`config.mk`:
```
export PLATFORM = sky130hd
export DESIGN_NAME = rc_pulse_width_capture_filter
export DESIGN_NICKNAME = d
export VERILOG_FILES = /design/src/rtl/rcpwc_pkg.sv /design/src/rtl/rcpwc_ram.sv /design/src/rtl/rc_pulse_width_capture_filter.sv
export SDC_FILE = /design/constraint.sdc
export NUM_CORES = 1
export LEC_CHECK = 0
export ABC_CLOCK_PERIOD_IN_PS = 10700
export BUFFER_PORTS_ARGS = -buffer_cell sky130_fd_sc_hd__buf_2
export CAP_MARGIN = 20
export CELL_PAD_IN_SITES_DETAIL_PLACEMENT = 1
export CELL_PAD_IN_SITES_GLOBAL_PLACEMENT = 1
export CORE_MARGIN = 1.5
export CORE_UTILIZATION = 47
export DETAILED_ROUTE_END_ITERATION = 6
export PLACE_DENSITY_LB_ADDON = 0.3
export SETUP_SLACK_MARGIN = 0.4
export SLEW_MARGIN = 20
export SYNTH_ARGS = -nofsm -noshare
export SYNTH_HDL_FRONTEND = slang
export SYNTH_SLANG_ARGS = --single-unit
```
`constraint.sdc`:
```
create_clock -name clk -period 10.7 [get_ports clk]
set_clock_uncertainty 0.2 [all_clocks]
set_input_delay 2.14 -clock clk [delete_from_list [all_inputs] [get_ports clk]]
set_output_delay 2.14 -clock clk [all_outputs]
set_load 0.02 [all_outputs]
```
`src/rtl/rcpwc_pkg.sv`:
```
// Shared types and constants for the RC pulse width capture filter.
package rcpwc_pkg;

  localparam int CHANNELS = 4;
  localparam int CH_AW    = (CHANNELS > 1) ? $clog2(CHANNELS) : 1;

  localparam int CNT_W   = 16;
  localparam int WIDTH_W = 18;
  localparam int REJ_W   = 3;

  localparam logic [CNT_W-1:0]          WRAP_ADD_RST    = 16'd9999;
  localparam logic [CNT_W-1:0]          JUMP_LIMIT_RST  = 16'd500;
  localparam logic [REJ_W-1:0]          MAX_REJECTS_RST = 3'd5;
  localparam logic signed [WIDTH_W-1:0] LAST_WIDTH_RST  = 18'sd1500;

  typedef enum logic [1:0] {
    REG_WRAP_ADD    = 2'd0,
    REG_JUMP_LIMIT  = 2'd1,
    REG_MAX_REJECTS = 2'd2
  } cfg_reg_t;

  // Per-channel state word held in the state RAM.
  typedef struct packed {
    logic                      armed;
    logic [CNT_W-1:0]          rise_cnt;
    logic signed [WIDTH_W-1:0] last_width;
    logic [REJ_W-1:0]          rejects;
  } chan_state_t;

  localparam int STATE_W = $bits(chan_state_t);

  localparam chan_state_t STATE_RST = '{
    armed:      1'b0,
    rise_cnt:   '0,
    last_width: LAST_WIDTH_RST,
    rejects:    '0
  };

endpackage

```
`src/rtl/rcpwc_ram.sv`:
```
// Generic single-write, single-read RAM with registered read data.
module rcpwc_ram #(
  parameter int WIDTH = 8,
  parameter int DEPTH = 4,
  parameter int AW    = (DEPTH > 1) ? $clog2(DEPTH) : 1
) (
  input  logic             clk,
  input  logic             we,
  input  logic [AW-1:0]    waddr,
  input  logic [WIDTH-1:0] wdata,
  input  logic             re,
  input  logic [AW-1:0]    raddr,
  output logic [WIDTH-1:0] rdata
);

  logic [WIDTH-1:0] mem_r [DEPTH];
  logic [WIDTH-1:0] rdata_r;

  always_ff @(posedge clk) begin
    if (we) begin
      mem_r[waddr] <= wdata;
    end
    if (re) begin
      rdata_r <= mem_r[raddr];
    end
  end

  assign rdata = rdata_r;

endmodule

```
`src/rtl/rc_pulse_width_capture_filter.sv`:
```
// Top level of the RC pulse width capture filter with per-channel spike rejection.
//
//  channel | direction | handshake              | word carries
//  --------+-----------+------------------------+---------------------------------
//  in_     | input     | in_valid / in_ready    | channel, capture count
//  out_    | output    | out_valid / out_ready  | channel, filtered width, held flag
//  cfg_    | input     | cfg_valid / cfg_ready  | register index, write data
//
// One input word per cycle while in_ready is high. The accept edge issues the state RAM
// read; as the word leaves compute, its state is written back and any result registered.
// A one-entry bypass of the last write-back covers back-to-back words on one channel.
// rst_n is synchronous; entry valid flops stand in for the state reset values, so there
// is no clearing pass. out_ready low stalls the compute stage only when it holds a result
// and the output register is full; arming words drain regardless. cfg_ready is always high.
module rc_pulse_width_capture_filter (
  input  logic                                    clk,
  input  logic                                    rst_n,
  // input channel
  input  logic                                    in_valid,
  output logic                                    in_ready,
  input  logic [1:0]                              in_channel,
  input  logic [rcpwc_pkg::CNT_W-1:0]             in_capture_count,
  // result channel
  output logic                                    out_valid,
  input  logic                                    out_ready,
  output logic [1:0]                              out_channel,
  output logic signed [rcpwc_pkg::WIDTH_W-1:0]    out_pulse_width,
  output logic                                    out_held,
  // configuration channel
  input  logic                                    cfg_valid,
  output logic                                    cfg_ready,
  input  logic [1:0]                              cfg_index,
  input  logic [rcpwc_pkg::CNT_W-1:0]             cfg_data
);

  import rcpwc_pkg::*;

  // ---------------------------------------------------------------------------
  // Configuration registers
  // ---------------------------------------------------------------------------
  logic [CNT_W-1:0] wrap_add_r;
  logic [CNT_W-1:0] jump_limit_r;
  logic [REJ_W-1:0] max_rejects_r;

  assign cfg_ready = 1'b1;

  always_ff @(posedge clk) begin
    if (!rst_n) begin
      wrap_add_r    <= WRAP_ADD_RST;
      jump_limit_r  <= JUMP_LIMIT_RST;
      max_rejects_r <= MAX_REJECTS_RST;
    end else if (cfg_valid && cfg_ready) begin
      case (cfg_index)
        REG_WRAP_ADD:    wrap_add_r    <= cfg_data;
        REG_JUMP_LIMIT:  jump_limit_r  <= cfg_data;
        REG_MAX_REJECTS: max_rejects_r <= cfg_data[REJ_W-1:0];
        default: ;  // unmapped index: write dropped
      endcase
    end
  end

  // ---------------------------------------------------------------------------
  // Stage 0: accept and issue the state read
  // ---------------------------------------------------------------------------
  logic             in_acc;
  logic             chan_ok;
  logic [CH_AW-1:0] in_addr;

  logic             s1_valid_r;
  logic [1:0]       s1_ch_r;
  logic [CNT_W-1:0] s1_cnt_r;
  logic             s1_go;
  logic             s1_emit;
  logic             out_free;

  assign in_acc  = in_valid && in_ready;
  // channels past the configured count are swallowed with no effect
  assign chan_ok = (32'(in_channel) < CHANNELS);
  assign in_addr = CH_AW'(in_channel);

  assign out_free = !out_valid || out_ready;
  assign s1_go    = s1_valid_r && (!s1_emit || out_free);
  assign in_ready = !s1_valid_r || s1_go;

  always_ff @(posedge clk) begin
    if (!rst_n) begin
      s1_valid_r <= 1'b0;
    end else if (in_ready) begin
      s1_valid_r <= in_acc && chan_ok;
    end
  end

  always_ff @(posedge clk) begin
    if (in_acc) begin
      s1_ch_r  <= in_channel;
      s1_cnt_r <= in_capture_count;
    end
  end

  // ---------------------------------------------------------------------------
  // State RAM, entry valid flops and write-back bypass
  // ---------------------------------------------------------------------------
  logic [CH_AW-1:0]    s1_addr;
  logic [STATE_W-1:0]  ram_rdata;
  logic                ram_we;
  chan_state_t         st_nxt;
  logic [CHANNELS-1:0] ent_ok_r;

  logic                wb_valid_r;
  logic [CH_AW-1:0]    wb_addr_r;
  chan_state_t         wb_data_r;

  chan_state_t         cur;

  assign s1_addr = CH_AW'(s1_ch_r);
  assign ram_we  = s1_go;

  rcpwc_ram #(
    .WIDTH (STATE_W),
    .DEPTH (CHANNELS)
  ) u_state_ram (
    .clk   (clk),
    .we    (ram_we),
    .waddr (s1_addr),
    .wdata (st_nxt),
    .re    (in_acc),
    .raddr (in_addr),
    .rdata (ram_rdata)
  );

  always_ff @(posedge clk) begin
    if (!rst_n) begin
      ent_ok_r   <= '0;
      wb_valid_r <= 1'b0;
    end else if (ram_we) begin
      ent_ok_r[s1_addr] <= 1'b1;
      wb_valid_r        <= 1'b1;
    end
  end

  always_ff @(posedge clk) begin
    if (ram_we) begin
      wb_addr_r <= s1_addr;
      wb_data_r <= st_nxt;
    end
  end

  // Latest write always wins: it may have landed the same edge as our read.
  always_comb begin
    if (wb_valid_r && wb_addr_r == s1_addr) begin
      cur = wb_data_r;
    end else if (ent_ok_r[s1_addr]) begin
      cur = chan_state_t'(ram_rdata);
    end else begin
      cur = STATE_RST;
    end
  end

  // ---------------------------------------------------------------------------
  // Stage 1: width and spike filter
  // ---------------------------------------------------------------------------
  logic signed [WIDTH_W-1:0] raw_width;
  logic signed [WIDTH_W:0]   diff;
  logic signed [WIDTH_W:0]   diff_neg;
  logic signed [WIDTH_W:0]   jlim;
  logic                      jump;
  logic                      hold;
  logic signed [WIDTH_W-1:0] width_out;

  always_comb begin
    raw_width = $signed({2'b00, s1_cnt_r}) - $signed({2'b00, cur.rise_cnt});
    if (s1_cnt_r < cur.rise_cnt) begin
      raw_width = raw_width + $signed({2'b00, wrap_add_r});
    end
  end

  assign diff     = {raw_width[WIDTH_W-1], raw_width} -
                    {cur.last_width[WIDTH_W-1], cur.last_width};
  assign diff_neg = -diff;
  assign jlim     = $signed({3'b000, jump_limit_r});
  assign jump     = (diff > jlim) || (diff_neg > jlim);
  assign hold     = jump && (cur.rejects < max_rejects_r);

  assign s1_emit   = cur.armed;
  assign width_out = hold ? cur.last_width : raw_width;

  always_comb begin
    st_nxt = cur;
    if (!cur.armed) begin
      // rising edge: remember the count and arm
      st_nxt.armed    = 1'b1;
      st_nxt.rise_cnt = s1_cnt_r;
    end else begin
      st_nxt.armed      = 1'b0;
      st_nxt.last_width = width_out;
      st_nxt.rejects    = hold ? (cur.rejects + 3'd1) : '0;
    end
  end

  // ---------------------------------------------------------------------------
  // Output register
  // ---------------------------------------------------------------------------
  logic                      out_valid_r;
  logic [1:0]                out_ch_r;
  logic signed [WIDTH_W-1:0] out_width_r;
  logic                      out_held_r;

  always_ff @(posedge clk) begin
    if (!rst_n) begin
      out_valid_r <= 1'b0;
    end else if (s1_go && s1_emit) begin
      out_valid_r <= 1'b1;
    end else if (out_ready) begin
      out_valid_r <= 1'b0;
    end
  end

  always_ff @(posedge clk) begin
    if (s1_go && s1_emit) begin
      out_ch_r    <= s1_ch_r;
      out_width_r <= width_out;
      out_held_r  <= hold;
    end
  end

  assign out_valid       = out_valid_r;
  assign out_channel     = out_ch_r;
  assign out_pulse_width = out_width_r;
  assign out_held        = out_held_r;

  // ---------------------------------------------------------------------------
  // Assertions
  // ---------------------------------------------------------------------------
  a_s1_stall_holds: assert property (@(posedge clk) disable iff (!rst_n)
    s1_valid_r && !s1_go |=> s1_valid_r && $stable(s1_ch_r) && $stable(s1_cnt_r))
    else $error("compute stage lost its word during a stall");

  a_entry_marked: assert property (@(posedge clk) disable iff (!rst_n)
    ram_we |=> ent_ok_r[$past(s1_addr)] && wb_valid_r && wb_addr_r == $past(s1_addr))
    else $error("state write not tracked by valid flop or bypass");

  a_bad_chan_dropped: assert property (@(posedge clk) disable iff (!rst_n)
    in_acc && !chan_ok |=> !s1_valid_r)
    else $error("out-of-range channel entered the pipeline");

  a_hold_counts: assert property (@(posedge clk) disable iff (!rst_n)
    s1_go && s1_emit && hold |-> st_nxt.rejects != '0 && max_rejects_r != '0)
    else $error("held width without a reject count");

  a_arm_no_result: assert property (@(posedge clk) disable iff (!rst_n)
    s1_go && !s1_emit && !out_ready |=> out_valid_r == $past(out_valid_r))
    else $error("arming word touched the output register");

endmodule
```
==> results of run 1 <==
[through the flow]
step	cell area (um2)	TNS [ns]	hold WS, ns	utilization, %	worst slack [ns]
floorplan	15700	0	0.239	-	0.755
global placement	16700	0	0.257	51.2	0.0248
detailed placement	16700	-19.04	0.266	51.2	-0.310
CTS	18100	0	0.274	55.4	0.434
global route	18600	0	0.312	56.9	0.261
finish	18600	0	0.270	56.9	0.687
[logic make-up after synthesis]
group	synth area share, %
flops	56.8
compound gates	12.9
simple gates	8.21
buf+inv	3.07
fa+ha+maj	7.10
mux	8.52
xor+xnor	3.39
other cells	0.0239
[registers in the layout (all words and copies together), names as in the netlist, 3 cells and up]
register           count
out_pulse_width       18
max_rejects_r          3
ent_ok_r               4
s1_cnt_r              16
u_state_ram.mem_r    152
wrap_add_r            16
wb_data_r             38
u_state_ram.rdata     38
jump_limit_r          16
[placed cells by master (no fill, tap or decap), types with 37 or more instances in the layout]
master,n
clkbuf_16,37
ha_1,75
inv_1,69
nor2_1,43
dfxtp_1,42
a21oi_1,48
buf_2,62
nand2_1,104
mux4_2,39
edfxtp_1,269
buf_4,62
[path summary, 6_finish.rpt]
check                       endpoint  slack [ns]  cells past startpoint
max          u_state_ram.mem_r[2][4]        0.69                     47
min                 jump_limit_r[13]        0.27                      2
max reg2reg  u_state_ram.mem_r[2][4]        0.69                     47
min reg2reg         jump_limit_r[13]        0.27                      2
[metal layers]
| layer | global-route usage [%] | wire length [um] | vias up | share of wire (%) |
|---|---|---|---|---|
| li1 | - | - | 4827 | - |
| met1 | 34.2 | 19100 | 5457 | 43 |
| met2 | 44.4 | 22000 | 304 | 50 |
| met3 | 3.68 | 2180 | 61 | 4.9 |
| met4 | 6.94 | 1030 | 0 | 2.3 |
| met5 | 0 | 0 | - | 0 |
[layout make-up]
| class | count | area (um2) | area share, % |
|---|---|---|---|
| Sequential cell | 311 | 8920 | 47.9 |
| Clock buffer | 41 | 902 | 4.85 |
| Clock inverter | 19 | 120 | 0.645 |
| Tap cell | 442 | 553 | 2.97 |
| Multi-Input combinational cell | 775 | 6900 | 37.1 |
| Timing Repair Buffer | 132 | 957 | 5.14 |
| Inverter | 70 | 263 | 1.41 |
[power by group through the flow]
stage                     clock network, mW  logic, mW  registers (mW)
final                                  1.09       1.34            1.41
after global routing                   1.15       1.44            1.41
after CTS                              1.11       1.20            1.41
after detailed placement                  0       1.11            1.43
after global placement                    0       1.07            1.43
after floorplan                           0      0.773            1.43
[critical path, delay by kind of cell (launching register included)]
family / cells / cell delay, ns
AOI/OAI and AO/OA: 18 / 3.12
xor gates and xnor gates: 3 / 0.50
adders and majority gates: 7 / 1.82
buffers and inverters: 7 / 0.90
DFF: 1 / 0.37
muxes: 2 / 0.67
and+or+nand+nor: 10 / 2.20
[what timing repair did]
| item | in CTS | in global routing |
|---|---|---|
| endpoints found under the setup margin | 124 | 124 |
| endpoints found under the hold margin | 0 | 0 |
| gates resized for setup | 37 | 68 |
| pin swaps | 4 | 21 |
| setup buffers | 10 | 17 |
| gates cloned | 2 | 2 |
==> metrics.csv, run 1 <==
stage,metric,value,unit
setup_path,Critical Path AT,10.14,ns
grt,initial antenna violation count,0,
setup_path,Critical Path RT,10.83,ns
clock_tree,worst-skew pair later-pin latency,0.53,ns
routing,First DRT Iteration DRCs,785,
setup_path,Max stage delay on crit path,0.55,ns
clock_tree,CTS HTree Levels,2,
grt,GRT Residual Overflow,0,
yosys,"EDFF count, synth",269,
flow_run,max-cap viol count,0,
setup_path,Critical Path Slowest Stage Cell,or4_1,
setup_path,RR Startpoint,s1_addr[0],
yosys,syn nets,1325,
cells_and_area,Ant. Diodes,0,
yosys,Post-Syn Instances,1202,
yosys,Synth top area share,51.4,%
die,Core Region,32700,um2
routing,routed vias,10649,
power,clock network power share,28.5,%
power,Pwr Density,206,nW/um2
sta,final setup fails,0,
die,Die Area,34500,um2
routing,routed wire length,44400,um
routing,DRT antenna net count,0,
sta,RSZ-0062 raised after global routing,no,
die,die width,186,um
place,Placer Congestion,0.902,
clock_tree,Hold Buf Count CTS,0,
worst_hold_path,Hold WC Path Type,flop to flop,
routing,Vias per Instance,5.95,
setup_path,CP Capture Type,flop,
power,Lkg Pwr,6.59,nW
clock_tree,"Clk pin slew, worst setup/hold paths",0.06,ns
place,Post-DP HPWL,30400,um
setup_path,CP Max Fanout,5,
routing,WL per Instance,24.8,um
yosys,Syn Std Cell Area,15700,um2
clock_tree,CTS tree,yes,
setup_path,Crit path top cell by count,ha_1,
run_status,status,completed,
yosys,Synth top cells by count,"edfxtp_1, nand2_1, ha_1",
clock_tree,CTS root buffer,clkbuf_16,
yosys,largest cells by area after synthesis,"edfxtp_1, ha_1, mux4_2",
setup_path,WS Path Type,flop to flop,
power,worst vdd ir,0.135,mV
yosys,Cell variety after synth,91,
cells_and_area,layout cells sized above 1,24.8,%
power,P_int,2.55,mW
grt,first-pass GRT wire length,65700,um
sta,worst relative slew slack,28.2,%
power,sequential share of power,36.7,%
worst_hold_path,HP Start,jump_limit_r[13],
yosys,Synth async-reset ratio,0,%
sta,Final Hold Fails,0,
cells_and_area,final net count,1448,
grt,overall routing resource usage,25.8,%
yosys,syn_area_per_cell,13.1,um2
sta,max-slew violation count,0,
grt,largest net degree at the start of global routing,55,
setup_path,CP Launch Point,s1_addr[0],
clock_tree,Max Root-Sink Buffers,3,
yosys,synthesized flop and latch total,311,
die,row count,66,
sta,Worst-Margin Slew,1.07,ns
yosys,"Primary FF master, synth",edfxtp_1,
power,Total Power,3.84,mW
routing,drc violations,0,
cells_and_area,fill count,3255,
power,Sw Ratio,33.5,%
grt,vias in the first global route,10955,
cells_and_area,Layout Cells excl Fill,1790,
yosys,post-synth top area cell,edfxtp_1,
sta,final cycle utilization of the critical path,93.6,%
place,cell total after placement,1699,
power,Psw,1.29,mW
sta,fin crit period,10.01,ns
sta,Achievable Freq,0.0999,GHz
setup_path,Worst setup SP type,flop,
die,Boundary Pins,65,
yosys,register area share after synthesis,56.8,%
clock_tree,TritonCTS buffer count,35,
yosys,YS warnings,0,
yosys,top-count cell post-synth,edfxtp_1,
die,initial core utilization,48.0,%
clock_tree,CTS Sinks,311,
power,Comb pwr share,34.8,%
routing,drt pass-1 iters,5,
die,DIE HEIGHT,186,um
place,# port buffers,63,
cells_and_area,P&R area growth vs syn,18.5,%
Note: power is estimated with default switching activity, not from simulation.
==> run 2: changes to the inputs <==
--- a/config.mk
+++ b/config.mk
@@ -10,8 +10,8 @@
 export CAP_MARGIN = 20
 export CELL_PAD_IN_SITES_DETAIL_PLACEMENT = 1
 export CELL_PAD_IN_SITES_GLOBAL_PLACEMENT = 1
-export CORE_MARGIN = 1.5
 export CORE_UTILIZATION = 47
+export CTS_CLUSTER_DIAMETER = 60
 export DETAILED_ROUTE_END_ITERATION = 6
 export PLACE_DENSITY_LB_ADDON = 0.3
 export SETUP_SLACK_MARGIN = 0.4
==> run 2 against run 1 <==
Hold slack improved by 0.0094 ns. Via count fell by 0.40%. Non-clock buffer count fell by 9. Largest cell class unchanged. Power rose by 0.55%.
==> metrics.csv, run 2 (synthesized netlist as in run 1, its figures left out) <==
stage,metric,value,unit
die,row count,66,
sta,max-slew violation count,0,
grt,largest net degree at the start of global routing,55,
setup_path,Worst setup SP type,flop,
cells_and_area,register name with the most flops,u_state_ram.mem_r,
setup_path,Critical Path RT,10.76,ns
sta,Sum Neg Setup Slack,0,ns
worst_hold_path,Hold WC Path Type,flop to flop,
setup_path,CP Max Fanout,6,
cells_and_area,P&R area growth vs syn,18.0,%
cells_and_area,layout cells sized above 1,23.2,%
clock_tree,Hold Buf Count CTS,0,
place,# port buffers,63,
die,Boundary Pins,65,
grt,first-pass GRT wire length,65800,um
die,Die Area,34100,um2
setup_path,WS Path Type,flop to flop,
sta,PnR worst setup slack,0.706,ns
place,Post-DP HPWL,30700,um
routing,drc violations,0,
routing,routed wire length,44500,um
setup_path,Critical Path AT,10.05,ns
cells_and_area,"commonest cells after routing, fill and taps aside","edfxtp_1, nand2_1, ha_1",
cells_and_area,Largest register FFs,152,
grt,GRT Residual Overflow,0,
sta,final setup fails,0,
setup_path,Crit path top cell by count,ha_1,
cells_and_area,final net count,1441,
setup_path,CP Capture Type,flop,
clock_tree,worst-skew pair later-pin latency,0.53,ns
run_status,status,completed,
clock_tree,CTS Sinks,311,
grt,vias in the first global route,10918,
routing,drt pass-1 iters,5,
power,Lkg Pwr,6.60,nW
power,worst vdd ir,0.131,mV
sta,worst relative slew slack,9.35,%
cells_and_area,Ant. Diodes,0,
setup_path,Critical Path Slowest Stage Cell,or4_1,
flow_run,max-cap viol count,0,
grt,initial antenna violation count,0,
routing,Vias per Instance,5.93,
routing,routed vias,10606,
grt,overall routing resource usage,26.1,%
sta,RSZ-0062 raised after global routing,no,
die,initial core utilization,48.0,%
cells_and_area,"leading cell type in the layout, fill and taps excluded",edfxtp_1,
cells_and_area,fin util,56.7,%
clock_tree,Max Root-Sink Buffers,3,
die,Core Region,32700,um2
place,Setup WS pre-CTS,0.175,ns
setup_path,Max stage delay on crit path,0.52,ns
clock_tree,CTS tree,yes,
clock_tree,"Clk pin slew, worst setup/hold paths",0.06,ns
routing,WL per Instance,24.9,um
clock_tree,TritonCTS buffer count,37,
sta,final cycle utilization of the critical path,93.4,%
place,Placer Congestion,0.908,
power,Pwr Density,208,nW/um2
sta,Worst-Margin Slew,1.35,ns
sta,Final Hold Fails,0,
routing,DRT antenna net count,0,
clock_tree,CTS root buffer,clkbuf_16,
sta,fin crit period,9.99,ns
sta,Achievable Freq,0.100,GHz
die,DIE HEIGHT,185,um
die,die width,185,um
clock_tree,CTS HTree Levels,2,
routing,First DRT Iteration DRCs,800,
run 2: changes by cell type in the layout (fill, tap and decap cells not counted), sizes merged:
cell	delta
clkinv	+2
clkinvlp	-1
buf	-8
clkbuf	+6
bufbuf	-1
bufinv	+1
run 2: final cells by class:
class                           instances  area, um2
Tap cell                              442        553
Multi-Input combinational cell        775       6810
Inverter                               70        263
Clock buffer                           47       1010
Sequential cell                       311       8920
Fill cell                            3273      14200
Timing Repair Buffer                  123        840
Clock inverter                         21        151
run 2: worst max-delay path, delay by kind of cell (launching register included):
kind,cells,cell delay (ns)
compound gates,18,3.17
buf+inv,3,0.37
simple gates,10,2.35
fa+ha+maj,7,1.90
flops,1,0.51
mux,1,0.38
xor+xnor,4,0.83
run 2: repair_timing:
item	4_1_cts	5_1_grt
pin swaps	1	16
cloned	0	2
resized for setup	23	62
setup buffers	2	17
setup endpoints to repair	122	124
run 2: final timing paths:
| path | startpoint | to | slack, ns | cells after the start |
|---|---|---|---|---|
| min | jump_limit_r[11] | jump_limit_r[11] | 0.28 | 2 |
| min reg2reg | jump_limit_r[11] | jump_limit_r[11] | 0.28 | 2 |
| max reg2reg | s1_addr[0] | wb_data_r[16] | 0.71 | 43 |
| max | s1_addr[0] | wb_data_r[16] | 0.71 | 43 |
run 2: routing by layer:
metal / global-route usage (%) / routed length (um)
met4: 10.6 / 1530
met1: 35.5 / 19400
met5: 0 / 0
met3: 3.34 / 2000
met2: 42.3 / 21600
run 2: per-stage QoR:
stage | cell area [um2] | hold slack, ns | cells | total power [mW]
detailed placement | 16700 | 0.272 | 1700 | 2.54
global placement | 16700 | 0.256 | 1700 | 2.51
floorplan | 15700 | 0.239 | 1202 | 2.20
global route | 18500 | 0.310 | 1789 | 4.04
CTS | 18000 | 0.281 | 1770 | 3.77
finish | 18500 | 0.279 | 1789 | 3.86
run 2: power by group:
group          switching, mW  internal (mW)
clock network          0.498          0.697
logic                  0.750          0.506
registers             0.0234           1.39
total                   1.27           2.59
